--- config.mk ---
export PLATFORM = sky130hd
export DESIGN_NAME = rfc_front
export DESIGN_NICKNAME = d
export VERILOG_FILES = /design/src/design/rfc_pkg.sv /design/src/design/rfc_front.sv
export SDC_FILE = /design/constraint.sdc
export NUM_CORES = 1
export LEC_CHECK = 0
export ABC_AREA = 0
export BUFFER_PORTS_ARGS = -buffer_cell sky130_fd_sc_hd__buf_2
export CORE_UTILIZATION = 30
export CTS_BUF_LIST = sky130_fd_sc_hd__clkbuf_16
export CTS_CLUSTER_SIZE = 10
export DETAILED_ROUTE_END_ITERATION = 6
export PLACE_DENSITY = 0.57
export SETUP_SLACK_MARGIN = 0.5
export SLEW_MARGIN = 40
export SYNTH_ARGS = -nofsm -noshare
export SYNTH_HDL_FRONTEND = slang
export SYNTH_SLANG_ARGS = --single-unit
--- constraint.sdc ---
create_clock -name clock -period 4.9 [get_ports clock]
set_clock_uncertainty 0.15 [all_clocks]
set_input_delay 0.245 -clock clock [delete_from_list [all_inputs] [get_ports clock]]
set_output_delay 0.245 -clock clock [all_outputs]
set_load 0.05 [all_outputs]
--- src/design/rfc_pkg.sv ---
`default_nettype none

package rfc_pkg;

   // Default sizes of the forest and of the observation.
   localparam int DEF_MAX_TREES    = 64;
   localparam int DEF_MAX_NODES    = 256;
   localparam int DEF_MAX_FEATURES = 64;
   localparam int DEF_NUM_CLASSES  = 10;

   // Depth of the command queue between front and back; a power of two.
   localparam int QUEUE_DEPTH = 4;

   // Largest vote count that fits the result word.
   localparam int VOTE_SAT = 127;

   // Command codes of the input word, also used as queue operation codes.
   localparam logic [1:0] CMD_NODE     = 2'd0;
   localparam logic [1:0] CMD_FEATURE  = 2'd1;
   localparam logic [1:0] CMD_CLASSIFY = 2'd2;

   // One stored tree node.
   typedef struct packed {
      logic              leaf;
      logic [5:0]        feat;
      logic [3:0]        cls;
      logic signed [23:0] cut;
      logic [7:0]        lo;
      logic [7:0]        hi;
   } node_type;

   localparam int NODE_BITS = $bits(node_type);

   // One queued operation handed from front to back.
   typedef struct packed {
      logic [1:0]         op;
      logic [5:0]         tree;
      logic [7:0]         node;
      node_type           node_data;
      logic [5:0]         feat_idx;
      logic signed [15:0] feat_val;
   } entry_type;

endpackage

`default_nettype wire

--- src/design/rfc_front.sv ---
`default_nettype none

module rfc_front
   import rfc_pkg::*;
#(
   parameter int MAX_TREES    = DEF_MAX_TREES,
   parameter int MAX_NODES    = DEF_MAX_NODES,
   parameter int MAX_FEATURES = DEF_MAX_FEATURES
) (
   input  wire logic               clock,
   input  wire logic               reset,
   input  wire logic               req_push,
   output      logic               req_full,
   input  wire logic [1:0]         req_cmd,
   input  wire logic [5:0]         req_tree_index,
   input  wire logic [7:0]         req_node_index,
   input  wire logic               req_is_leaf,
   input  wire logic [5:0]         req_split_feature,
   input  wire logic signed [23:0] req_threshold,
   input  wire logic [7:0]         req_left_child,
   input  wire logic [7:0]         req_right_child,
   input  wire logic [3:0]         req_leaf_class,
   input  wire logic [5:0]         req_feature_index,
   input  wire logic signed [15:0] req_feature_value,
   output      logic               q_valid,
   input  wire logic               q_pop,
   output      entry_type          q_entry
);

   localparam int QPTR_W = $clog2(QUEUE_DEPTH);
   localparam int QCNT_W = $clog2(QUEUE_DEPTH + 1);

   entry_type         entries_ff [QUEUE_DEPTH];
   logic [QPTR_W-1:0] wr_ptr_ff, wr_ptr_in;
   logic [QPTR_W-1:0] rd_ptr_ff, rd_ptr_in;
   logic [QCNT_W-1:0] count_ff, count_in;
   logic              accept;
   logic              keep;
   logic              push_q;
   logic              pop_q;
   entry_type         entry;

   assign req_full = (count_ff == QCNT_W'(QUEUE_DEPTH));
   assign accept   = req_push && !req_full;
   assign q_valid  = (count_ff != '0);
   assign q_entry  = entries_ff[rd_ptr_ff];

   // Decode the word: drop out-of-range writes and unused commands.
   always_comb begin
      keep = 1'b0;
      case (req_cmd)
         CMD_NODE:     keep = (32'(req_tree_index) < MAX_TREES) &&
                              (32'(req_node_index) < MAX_NODES);
         CMD_FEATURE:  keep = (32'(req_feature_index) < MAX_FEATURES);
         CMD_CLASSIFY: keep = 1'b1;
         default:      keep = 1'b0;
      endcase
   end

   // Pack the fields into one queue entry.
   always_comb begin
      entry.op             = req_cmd;
      entry.tree           = req_tree_index;
      entry.node           = req_node_index;
      entry.node_data.leaf = req_is_leaf;
      entry.node_data.feat = req_split_feature;
      entry.node_data.cls  = req_leaf_class;
      entry.node_data.cut  = req_threshold;
      entry.node_data.lo   = req_left_child;
      entry.node_data.hi   = req_right_child;
      entry.feat_idx       = req_feature_index;
      entry.feat_val       = req_feature_value;
   end

   // Queue pointer and fill count updates.
   always_comb begin
      push_q    = accept && keep;
      pop_q     = q_pop && q_valid;
      wr_ptr_in = push_q ? wr_ptr_ff + QPTR_W'(1) : wr_ptr_ff;
      rd_ptr_in = pop_q ? rd_ptr_ff + QPTR_W'(1) : rd_ptr_ff;
      count_in  = count_ff;
      if (push_q && !pop_q) begin
         count_in = count_ff + QCNT_W'(1);
      end else if (pop_q && !push_q) begin
         count_in = count_ff - QCNT_W'(1);
      end
   end

   always_ff @(posedge clock) begin
      if (reset) begin
         wr_ptr_ff <= '0;
         rd_ptr_ff <= '0;
         count_ff  <= '0;
      end else begin
         wr_ptr_ff <= wr_ptr_in;
         rd_ptr_ff <= rd_ptr_in;
         count_ff  <= count_in;
      end
   end

   always_ff @(posedge clock) begin
      if (push_q) begin
         entries_ff[wr_ptr_ff] <= entry;
      end
   end

endmodule

`default_nettype wire

==> Yosys cells after proc, flatten, opt, wreduce, memory -nomap -nowiden <==
Memory sizes are Yosys's and may differ from the RTL's. A register that Yosys moved wholly into a read port is not among the register bits.
Cells that the tools add are included.
W data, S select, Z words.
{ "totals": {"in_bits": 93, "mem_bits_rw": 356, "register_bits": 7, "wordCells": 30, "output_inout_bits": 91, "mem_count": 1} }
{ "mem_list": {"columns": ["memory", "depth", "word_bits", "rd", "rd_clocked_by_memory_dff", "wr", "line_no", "rtl"], "rows": [
  ["entries_ff", 4, 89, 1, 1, 1, "rfc_front.sv:33", "entry_type entries_ff [QUEUE_DEPTH];"]
]} }
{ "op_classes": {"reduce_logical": 12, "eq_ne": 3, "mux": 7, "n_addsub": 4} }
{ "ops": {"columns": ["op", "n"], "rows": [
  ["$mux W3", 2],
  ["$logic_and A1 B1 Y1", 5],
  ["$add A2 B1 Y2 const B", 2],
  ["$mux W2", 2],
  ["$add A3 B1 Y3 const B", 1],
  ["$eq A3 B3 Y1 const B", 1],
  ["$logic_not A1 Y1", 3],
  ["$mux W1", 3],
  ["$reduce_bool A3 Y1", 1],
  ["$reduce_or A3 Y1", 1],
  ["$sub A3 B1 Y3 const B", 1],
  ["$eq A2 B1 Y1 const B", 1],
  ["$eq A2 B2 Y1 const B", 1],
  ["$logic_not A2 Y1", 1],
  ["$reduce_bool A2 Y1", 1]
]} }

==> Logic depth before layout (Yosys ltp) <==
Gate-level depths: netlist (run 1).
{ "depth": {"word_depth": 8, "depth_mapped": 8, "mapped_depth_nobuf": 8} }

==> Least setup slack after synthesis (run 1) <==
No wires, ideal clock.
{ "synth_timing": {"path_type": "reg2reg", "start": "register count_ff[0]", "end": "memory entries_ff[0][0] in the netlist's numbering (enable)", "required_time_ps": 4293, "arrival_time_ps": 3091, "synth_period_minus_slack_ps": 3699, "setup_time_ps": 457, "n_path_buf": 0, "setup_slack_ps": 1201, "path_stages_with_launch": 4, "path_cell_list": "dfxtp_1 -> nor3b_2 -> a211oi_4 -> and2_1"} }
{ "synth_via": {"elab_chain_cells": 6} }
{ "synth_rtl": {"columns": ["item", "line_no", "rtl"], "rows": [
  ["from (decl)", "rfc_front.sv:36", "logic [QCNT_W-1:0] count_ff, count_in;"],
  ["from (signal assigned)", "rfc_front.sv:97", "count_ff <= count_in;"],
  ["$eq A3 B3 Y1", "rfc_front.sv:43", "assign req_full = (count_ff == QCNT_W'(QUEUE_DEPTH));"],
  ["via req_full", "rfc_front.sv:13", "output logic req_full,"],
  ["$logic_not A1 Y1", "rfc_front.sv:44", "assign accept = req_push && !req_full;"],
  ["$logic_and A1 B1 Y1", "rfc_front.sv:44", null],
  ["$logic_and A1 B1 Y1", "rfc_front.sv:77", "push_q = accept && keep;"],
  ["via push_q", "rfc_front.sv:39", "logic push_q;"],
  ["$mux W1", "rfc_front.sv:102", "if (push_q) begin"],
  ["$mux W1 (implied by the code)", "rfc_front.sv:103", "entries_ff[wr_ptr_ff] <= entry;"],
  ["to (decl)", "rfc_front.sv:33", null]
]} }
The timed path passes the listed nets, and every way through them passes these cells.

==> summary.md, run 1 <==
| Metric | Value |
|---|---|
| Max frequency | 0.334 GHz |
| Crit path to | q_entry[21] |
| Antenna Nets Post-Route | 0 |
| Initial core utilization | 30.7% |
| Area grow syn2layout | 28.9% |
| Distinct cells, synth | 24 |
| Slowest stage delay, CP | 0.72 ns |
| Final Hold Viols | 0 |
| Highest Signal Layer | met4 |
| CP Launch Type | flip-flop |
| H-tree depth | 2 |
| CP cell instances | buf_4, mux4_2, buf_2 |
| Hold Buf Count CTS | 92 |
| Metal-1 WL | 11900 um |
| Yosys reg bits | 365 |
| Tcrit/Tclk final | 61.1% |
| Max Root-Sink Buffers | 3 |
| Largest family of logic cells by synthesized area | multiplexers |
| Vias in the first global route | 6778 |
| R2R Path Start | count_ff[0] |
| Outcome | complete, no violations |
| Dpl hpwl | 15800 um |
| Setup TNS | 0 ns |
| Cells after Synth | 513 |
| Slew Limit Fails | 0 |
| Met3 wire len | between 1000 and 1500 um |
| Sequential area share after synthesis | 81.7% |
| Initial drt markers | 464 |
| Final estimated routing congestion in global placement | 0.674 |
| Final WL | 26800 um |
| Worst r2r path cells | 4 |
| Power per cell area | 542 nW/um^2 |
| Fillers | approximately 3900 |
| Reg-to-reg setup timing slack | 2.24 ns |
| Die Y | 213 um |
| DR WL/cell | 18.7 um |
| Final worst path period need | 2.99 ns |
| Worst hold slack | 0.302 ns |
| First-pass GRT wire length | 40300 um |
| Post-synth EDFFs | ~360 |
| Drt pass-1 iters | 4 |
| CTS tree | built |
| TritonCTS buffer count | 43 |
| Static leakage | 0.00579 uW |
| Met2 wire len | 12800 um |
| Clock Sinks | between 300 and 400 |
| Worst Path Max Fanout | 26 |
| Core ar. | 43400 um^2 |
| I/O pins | 184 |
| Worst-Margin Slew | 0.760 ns |
| Via count | between 6000 and 7000 |
| Post-CTS Setup Repair Bufs | 0 |
| Hold Path Origin | req_threshold[13] |
| RSZ-0062 raised after global routing | false |
| Synth Warn # | 0 |
| Post-synthesis mux area share | 15.3% |
| Layout cells sized above 1 | 39.9% |
| Die width | between 200 and 250 um |
| Commonest non-fill, non-tap cell in the layout | edfxtp_1 |
| Synth Area in Compound Gates | 0.348% |
| Synthesized Nets | 612 |
| Clock Pin Slew Worst Setup and Hold Paths | 0.05 ns |
| CP Data Arrival Time | ~2.6 ns |
| Worst Path Required | 4.51 ns |
| CP endpoint kind | output port |
| PortBufs | ~180 |
| RR Endpoint | entries_ff[3][74] |
| Cell Area, Synth | 13300 um^2 |
| Clk_lat worst skew | between 0.5 and 0.6 ns |
| Worst ir drop on vdd | ~260 uV |
| Final setup violating endpoints | 0 |
| Final #Nets | 922 |
| CP max-delay cell | dfxtp_4 |
| Commonest cells after routing, fill and taps aside | edfxtp_1 (356), buf_2 (183), dlygate4sd3_1 (92), mux4_2 (89), clkbuf_16 (45) |
| Grt ovf | 0 |
| PostCTS Resize Cnt | 0 |
| Syn Area/Cell | 25.9 um^2 |
| Row Count | 76 |
| Antenna violations before repair | 4 |
| Root buf cell | clkbuf_16 |
| Hold Crit Class | input pin to flip-flop |
| CP Class | flip-flop to output port |
| Adder-cell share of the synthesized area | 0.621% |
| Die Area | 45200 um^2 |
| Slew margin rel. | 49.3% |
| Synth Area in Simple Gates | 0.668% |
| Max Cap Violations | 0 |
| Ys flop type | edfxtp_1 |
| Vias per std cell | around 4.3 |
| Post-Synth XOR/XNOR Area | 0.263% |
| Largest net degree at the start of global routing | 51 |
| GRT Resource Usage Total | 12.0% |
| Async S/R FF share, synth | 0% |
| DR DRC count | 0 |
critical path, delay by kind of cell, from the launching register on:
kind	cells	cell delay [ns]
buffers and inverters	2	0.72
DFF	1	0.72
muxes	1	0.58
cells in the mapped netlist, types with 2 or more instances:
master | instances | share of area (%)
and2_1 | 4 | 0.19
buf_2 | 10 | 0.38
clkbuf_1 | 8 | 0.23
dfxtp_1 | 9 | 1.4
edfxtp_1 | 356 | 80
ha_1 | 5 | 0.47
inv_1 | 4 | 0.11
mux2i_1 | 2 | 0.15
mux4_2 | 89 | 15
nand2b_1 | 2 | 0.094
nor2_1 | 7 | 0.20
or3_1 | 2 | 0.094
xor2_1 | 4 | 0.26
state kept, by name (all words and copies together), names as in the netlist, named ones only:
name	flops
entries_ff	356
count_ff	3
rd_ptr_ff	2
wr_ptr_ff	2
how the worst min path moves through the flow:
| stage | endpoint | cells past startpoint |
|---|---|---|
| detailed placement | entries_ff[0][56] | 1 |
| floorplan | entries_ff[0][0] | 0 |
| finish | entries_ff[2][51] | 2 |
| CTS | entries_ff[2][51] | 2 |
| global route | entries_ff[2][51] | 2 |
| global placement | entries_ff[2][6] | 1 |
power by group:
group | leakage [uW] | internal [uW] | total, uW | switching [uW]
clock | 0.000672 | 1630 | 2770 | 1140
sequential | 0.00332 | 3690 | 3840 | 148
combinational | 0.00180 | 872 | 2690 | 1820
total | 0.00579 | 6190 | 9300 | 3110
logic make-up (layout without fill, tap and decap cells):
family,count (synthesis),in the layout
buf+inv,25,359
xor+xnor,4,4
flops,365,365
mux,92,92
fa+ha+maj,6,6
simple gates,16,16
other cells,0,4
compound gates,5,5
routing by layer:
metal  up-vias  GRT usage (%)
met3        42           3.34
met2       149           18.8
li1       2829              -
met5         -              0
met1      3226           15.8
met4         0           4.84
final cells by class:
cell class	instances	area (um^2)	area share, %
repair buffers	286	1990	11.6
clock inverters	24	92.6	0.540
multi-input cells	123	2300	13.4
flip-flops and latches	365	10900	63.4
inverters	4	15.0	0.0876
clock buffers	45	1130	6.57
well taps	585	732	4.27
diodes	4	10.0	0.0584
metrics by stage:
step                cells  setup slack, ns  util (%)  total power [uW]  area, um^2
finish               1436             1.91      39.5              9300       17100
global route         1436             1.70      39.5              9660       17100
CTS                  1430             1.78      39.4              9440       17100
detailed placement   1269             2.14      34.5              6590       15000
global placement     1269             2.22      34.5              6570       15000
floorplan             513             1.20         -              5950       13300
Power figures use the tool's default switching activity.
==> inputs of run 2 (changes only) <==
--- a/config.mk
+++ b/config.mk
@@ -5,7 +5,7 @@
 export SDC_FILE = /design/constraint.sdc
 export NUM_CORES = 1
 export LEC_CHECK = 0
-export ABC_AREA = 0
+export ABC_AREA = 1
 export BUFFER_PORTS_ARGS = -buffer_cell sky130_fd_sc_hd__buf_2
 export CORE_UTILIZATION = 30
 export CTS_BUF_LIST = sky130_fd_sc_hd__clkbuf_16
==> constraint.sdc (replaced) <==
create_clock -name clock -period 2.83 [get_ports clock]
set_clock_uncertainty 0.15 [all_clocks]
set_input_delay 0.1415 -clock clock [delete_from_list [all_inputs] [get_ports clock]]
set_output_delay 0.1415 -clock clock [all_outputs]
set_load 0.05 [all_outputs]
==> run 2 against run 1 <==
Against the previous run:
- synthesized cell count grew 82%
- hold slack lost 0.13 ns
- wire length is 48% higher
- cell area is 7.7% higher
- critical path type unchanged
==> summary.md, run 2 <==
| Metric | Value |
|---|---|
| Die Y | 215 um |
| Fin area | 18500 um^2 |
| Commonest non-fill, non-tap cell in the layout | edfxtp_1 |
| Clock Pin Slew Worst Setup and Hold Paths | 0.06 ns |
| Ys flop type | edfxtp_1 |
| Max Root-Sink Buffers | 3 |
| Dpl hpwl | around 16000 um |
| Via count | between 8000 and 9000 |
| H-tree depth | 2 |
| Top reg by flops | entries_ff |
| Row Count | 77 |
| First-pass GRT wire length | 56200 um |
| CP endpoint kind | output port |
| CP Data Arrival Time | 2.00 ns |
| Synth area leaders | edfxtp_1 (78%), o21ai_0 (5.4%), nor2_1 (5.3%) |
| Hold Crit Class | input pin to flip-flop |
| Worst r2r path cells | 9 |
| Commonest cells after routing, fill and taps aside | edfxtp_1 (356), nor2_1 (187), o21ai_0 (147), buf_4 (97), buf_2 (94) |
| Initial drt markers | 599 |
| Antenna Nets Post-Route | 0 |
| Drt pass-1 iters | 5 |
| DP Worst Slack | 0.657 ns |
| Worst ir drop on vdd | 768 uV |
| Async S/R FF share, synth | 0% |
| Slowest stage delay, CP | 0.48 ns |
| Root buf cell | clkbuf_16 |
| Die width | 215 um |
| CP Launch Type | flip-flop |
| Layout cells sized above 1 | 23.9% |
| Core ar. | 44600 um^2 |
| Tcrit/Tclk final | 80.8% |
| Cell Area, Synth | 13700 um^2 |
| Final worst slack | 0.542 ns |
| Static leakage | 0.00656 uW |
| Hold Path Depth | 2 |
| Worst Path Required | 2.54 ns |
| Largest register FFs | 356 |
| Distinct cells, synth | 21 |
| Slew Limit Fails | 0 |
| GRT Resource Usage Total | 16.3% |
| TritonCTS buffer count | 45 |
| Synth Warn # | 0 |
| I/O pins | 184 |
| PortBufs | 183 |
| Fillers | a little over 4000 |
| CP Class | flip-flop to output port |
| Clock Sinks | 365 |
| Yosys top cell by area | edfxtp_1 |
| Slew margin rel. | 58.0% |
| Worst hold slack | 0.177 ns |
| Top flop regs | entries_ff: 356 flops, count_ff: 3 flops |
| Outcome | complete, no violations |
| Setup TNS | 0 ns |
| Final Hold Viols | 0 |
| Cell with the most instances after synthesis | edfxtp_1 |
| Synth top area share | 78.2% |
| Initial core utilization | 30.6% |
| Final worst path period need | 2.29 ns |
| Antenna violations before repair | 6 |
| DR DRC count | 0 |
| Die Area | 46400 um^2 |
| Clk_lat worst skew | 0.56 ns |
| CP cell instances | buf_6, buf_16, o21ai_0, o22ai_1, buf_4 |
| DR WL/cell | 21.3 um |
| Hold Path Origin | req_feature_value[9] |
| Area grow syn2layout | 35.1% |
| Post-synth EDFFs | 356 |
| RSZ-0062 raised after global routing | true |
| R2R Path Start | count_ff[1] |
| Grt ovf | 0 |
| Reg-to-reg setup timing slack | 0.80 ns |
| Dpl cell area | 15300 um^2 |
| Fin cells | 1857 |
| Final #Nets | 1344 |
| CTS tree | built |
| Register area | 10900 um^2 |
| Worst Path Max Fanout | 22 |
| Worst hold endpoint | entries_ff[0][9] |
| Power per cell area | a little over 1000 nW/um^2 |
| Synthesized Nets | between 1000 and 1500 |
| Placed Cells | 1667 |
| Area occupied by multi-input gates | 2440 um^2 |
| Final estimated routing congestion in global placement | slightly above 0.7 |
| Cells after Synth | 932 |
| Syn Area/Cell | 14.7 um^2 |
| Largest net degree at the start of global routing | 90 |
| Max Cap Violations | 0 |
| RR Endpoint | count_ff[1] |
| Commonest cells in the netlist | edfxtp_1 (356), nor2_1 (192), o21ai_0 (148), o22ai_1 (89), clkbuf_1 (34) |
| Yosys reg bits | 365 |
| Max frequency | 0.437 GHz |
| Final setup violating endpoints | 0 |
| Vias per std cell | 4.77 |
| Vias in the first global route | 9032 |
| Sequential area share after synthesis | 79.5% |
| CP max-delay cell | dfxtp_4 |
| Final WL | ~40000 um |
| Worst-Margin Slew | 0.630 ns |
-- run 2: worst max-delay path by stage --
stage | from | to | cells after the start
after global placement | req_cmd[0] | count_ff[2] | 13
after global routing | flip-flop | q_entry[52] | 5
after CTS | flip-flop | q_entry[8] | 5
after detailed placement | req_cmd[0] | count_ff[2] | 13
after floorplan | count_ff[0] | entries_ff[0][0] | 4
final | flip-flop | q_entry[62] | 5
-- run 2: per-layer routing --
layer / vias up / track usage (%) / share of wire [%]
met5: - / 0 / 0.033
met4: 2 / 5.56 / 2.4
met3: 57 / 3.35 / 5.9
met2: 260 / 27.7 / 48
met1: 4409 / 20.8 / 43
li1: 4139 / - / -
-- run 2: layout make-up --
type	count	area share [%]
well taps	592	4.01
inverters	18	0.522
flip-flops and latches	365	58.9
repair inverters	1	0.0610
repair buffers	323	15.8
clock buffers	47	6.37
clock inverters	18	0.990
multi-input cells	491	13.2
diodes	2	0.0271
-- run 2: critical path, delay by kind of cell (launching register included) --
family / cells / cell delay [ns]
buffers and inverters: 3 / 0.62
AO/OA/AOI/OAI: 2 / 0.32
flip-flops: 1 / 0.48
-- run 2: per-stage QoR --
step                total power (uW)  utilization [%]
floorplan                      10500                -
global placement               11800             34.2
detailed placement             11900             34.2
CTS                            18500             40.7
global route                   19400             41.4
finish                         18600             41.4
-- run 2: timing repair --
action / in CTS / in global routing
pin swaps: 3 / 4
hold endpoints to repair: 365 / 0
gates resized for setup: 109 / 18
hold buffers: 93 / 0
gates cloned: 10 / 8
setup buffers: 9 / 3
setup endpoints to repair: 89 / 76
-- run 2: kinds of logic after synthesis --
| group | after synthesis | synth area share (%) |
|---|---|---|
| compound gates | 272 | 10.8 |
| fa+ha+maj | 6 | 0.604 |
| flops | 365 | 79.5 |
| xor+xnor | 1 | 0.0641 |
| simple gates | 212 | 5.89 |
| buf+inv | 76 | 3.14 |
-- run 2: where the power goes --
group	internal, uW	switching (uW)
Combinational	2010	4610
Clock	3300	2110
Sequential	6420	129
==> inputs of run 3 (changes only) <==
--- a/config.mk
+++ b/config.mk
@@ -11,7 +11,7 @@
 export CTS_BUF_LIST = sky130_fd_sc_hd__clkbuf_16
 export CTS_CLUSTER_SIZE = 10
 export DETAILED_ROUTE_END_ITERATION = 6
-export PLACE_DENSITY = 0.57
+export PLACE_DENSITY = 0.59
 export SETUP_SLACK_MARGIN = 0.5
 export SLEW_MARGIN = 40
 export SYNTH_ARGS = -nofsm -noshare
==> constraint.sdc (replaced) <==
create_clock -name clock -period 1.9 [get_ports clock]
set_clock_uncertainty 0.15 [all_clocks]
set_input_delay 0.095 -clock clock [delete_from_list [all_inputs] [get_ports clock]]
set_output_delay 0.095 -clock clock [all_outputs]
set_load 0.05 [all_outputs]
==> run 3 against run 2 <==
Against the previous run:
- the flow now finishes with violations (hold timing, setup timing)
- via count up 7.7%
- global-route usage increased by 0.64 points
- flip-flop and latch count stayed put
- clock power increased by 34%
- power is 80% higher
- register-to-register slack got worse by 0.72 ns
- sequential power rose by 51%
- largest cell class unchanged
- largest power group unchanged
==> summary.md, run 3 (synthesis gave the netlist of run 2 again) <==
| Metric | Value |
|---|---|
| Outcome | finished with violations |
| Failing checks | hold timing, setup timing |
| Fin area | 23700 um^2 |
| Largest register FFs | roughly 360 |
| First-pass GRT wire length | 59500 um |
| GRT Resource Usage Total | between 15 and 20% |
| Worst Path Required | 1.65 ns |
| Hold Crit Class | input pin to flip-flop |
| Final worst path period need | 2.18 ns |
| Cell family with most CP delay | buffers and inverters |
| Vias per std cell | about 4.8 |
| Worst-Margin Slew | ~0.34 ns |
| Worst Path Max Fanout | 8 |
| Setup TNS | -18.29 ns |
| Worst hold slack | -0.0369 ns |
| PortBufs | 183 |
| Tcrit/Tclk final | 115% |
| Via count | 9550 |
| Drt pass-1 iters | 4 |
| Row Count | between 70 and 80 |
| Max Cap Violations | 0 |
| CP max-delay cell | dfxtp_4 |
| DR DRC count | 0 |
| Area grow syn2layout | 73.1% |
| Switching Power | 12500 uW |
| Largest net degree at the start of global routing | 46 |
| Placed Cells | roughly 1700 |
| Power per cell area | around 1400 nW/um^2 |
| Worst ir drop on vdd | 999 uV |
| Clk pwr share | 21.7% |
| Final estimated routing congestion in global placement | approximately 0.73 |
| Clock Sinks | 365 |
| Top reg by flops | entries_ff |
| Fin cells | just under 2000 |
| Slew margin rel. | 76.9% |
| Commonest non-fill, non-tap cell in the layout | edfxtp_1 |
| Max Root-Sink Buffers | 3 |
| Initial core utilization | a little under a third |
| Antenna Nets Post-Route | 0 |
| CP endpoint kind | output port |
| Clk_lat worst skew | 0.54 ns |
| Sequential power share | 29.5% |
| Die Area | 46400 um^2 |
| Antenna violations before repair | 2 |
| CTS tree | built |
| WP buf/inv | 6 |
| Die Y | 215 um |
| CP Data Arrival Time | roughly 1.9 ns |
| Final Hold Viols | 2 |
| TritonCTS buffer count | 44 |
| Slowest stage delay, CP | 0.43 ns |
| Static leakage | 0.00810 uW |
| Die width | approximately 220 um |
| DP Worst Slack | 0.0241 ns |
| Dpl cell area | 18200 um^2 |
| Fillers | 3513 |
| DR WL/cell | ~21 um |
| Register area | 10900 um^2 |
| Clock Pin Slew Worst Setup and Hold Paths | approximately 0.050 ns |
| Slew Limit Fails | 0 |
| Initial drt markers | between 400 and 500 |
| Max frequency | 0.460 GHz |
| Top flop regs | entries_ff: 356 flops, count_ff: 3 flops |
| Share of power burned in combinational logic | roughly half |
| Final #Nets | roughly 1500 |
| RSZ-0062 raised after global routing | true |
| Root buf cell | clkbuf_16 |
| I/O pins | 184 |
| Commonest cells after routing, fill and taps aside | edfxtp_1 (356), buf_6 (101), buf_2 (93), nor2_4 (91), dlygate4sd3_1 (91) |
| Final setup violating endpoints | 89 |
| Vias in the first global route | 9918 |
| H-tree depth | 2 |
| Grt ovf | 0 |
| CP Launch Type | flip-flop |
| Final WL | 41900 um |
| Dpl hpwl | 20600 um |
| Final worst slack | -0.276 ns |
| Area occupied by multi-input gates | 5160 um^2 |
| Sw Ratio | 37.4% |
| P_int | around 21000 uW |
| CP Class | flip-flop to output port |
| Layout cells sized above 1 | 54.7% |
| Most frequent CP cell | buf_6 |
| Core ar. | 44600 um^2 |
| CP cell instances | buf_6, clkinv_8, buf_16, buf_12, buf_6, nor2_4, o22ai_4, buf_6 |
run 3: cell count changes in the layout (fill, tap and decap cells not counted), sizes merged:
cell,previous run,this run
clkinvlp,0,1
diode,2,1
dlygate4sd3,93,91
clkbuf,55,64
buf,222,339
inv,29,28
clkinv,4,8
bufinv,4,0
run 3: layout make-up:
cell class	instances	share of cell area, %
diodes	1	0.0106
clock buffers	45	4.76
clock inverters	17	0.354
inverters	18	0.418
multi-input cells	491	21.8
flip-flops and latches	365	46.0
well taps	592	3.13
repair buffers	449	23.3
repair inverters	2	0.196
run 3: worst reg2reg max path, stage by stage (launching register included):
cell	delay [ns]
dfxtp_4	0.36
nor2_4	0.04
nand2_2	0.09
nand2_4	0.08
buf_8	0.14
nor2_4	0.13
buf_12	0.14
buf_16	0.16
buf_12	0.13
buf_12	0.11
run 3: worst paths after layout:
check             slack, ns          from  cells after the start                end
setup / recovery      -0.28     flip-flop                      8        q_entry[51]
setup reg to reg       0.08   count_ff[1]                      9  entries_ff[0][61]
hold reg to reg        0.36  rd_ptr_ff[1]                      2          flip-flop
hold / removal        -0.04      req_push                      7       wr_ptr_ff[0]
run 3: metrics by stage:
stage / power [uW] / util [%]
4_1_cts: 32000 / 49.6
5_1_grt: 34700 / 53.0
2_1_floorplan: 18400 / -
3_3_place_gp: 21000 / 40.7
3_5_place_dp: 21100 / 40.7
6_report: 33400 / 53.0
run 3: power groups by stage:
stage	Clock [uW]	Sequential, uW	Combinational (uW)
after floorplan	0	9890	8540
after global routing	7750	9910	17100
after CTS	7480	9810	14700
final	7250	9870	16300
after detailed placement	0	9940	11100
after global placement	0	9920	11000
run 3: timing repair:
| action | in CTS | in global routing |
|---|---|---|
| resized for setup | 369 | 236 |
| hold buffers | 91 | 2 |
| pin swaps | 21 | 39 |
| endpoints found under the hold margin | 365 | 10 |
| setup endpoints to repair | 450 | 454 |
| cloned | 21 | 22 |
| buffers inserted | 34 | 30 |
run 3: metal layers:
metal | wire [um] | up-vias | GRT usage [%]
li1 | - | 4412 | -
met1 | 17800 | 4865 | 21.4
met2 | 21300 | 205 | 29.3
met3 | 1860 | 64 | 3.30
met4 | 942 | 4 | 5.32
met5 | 31 | - | 0
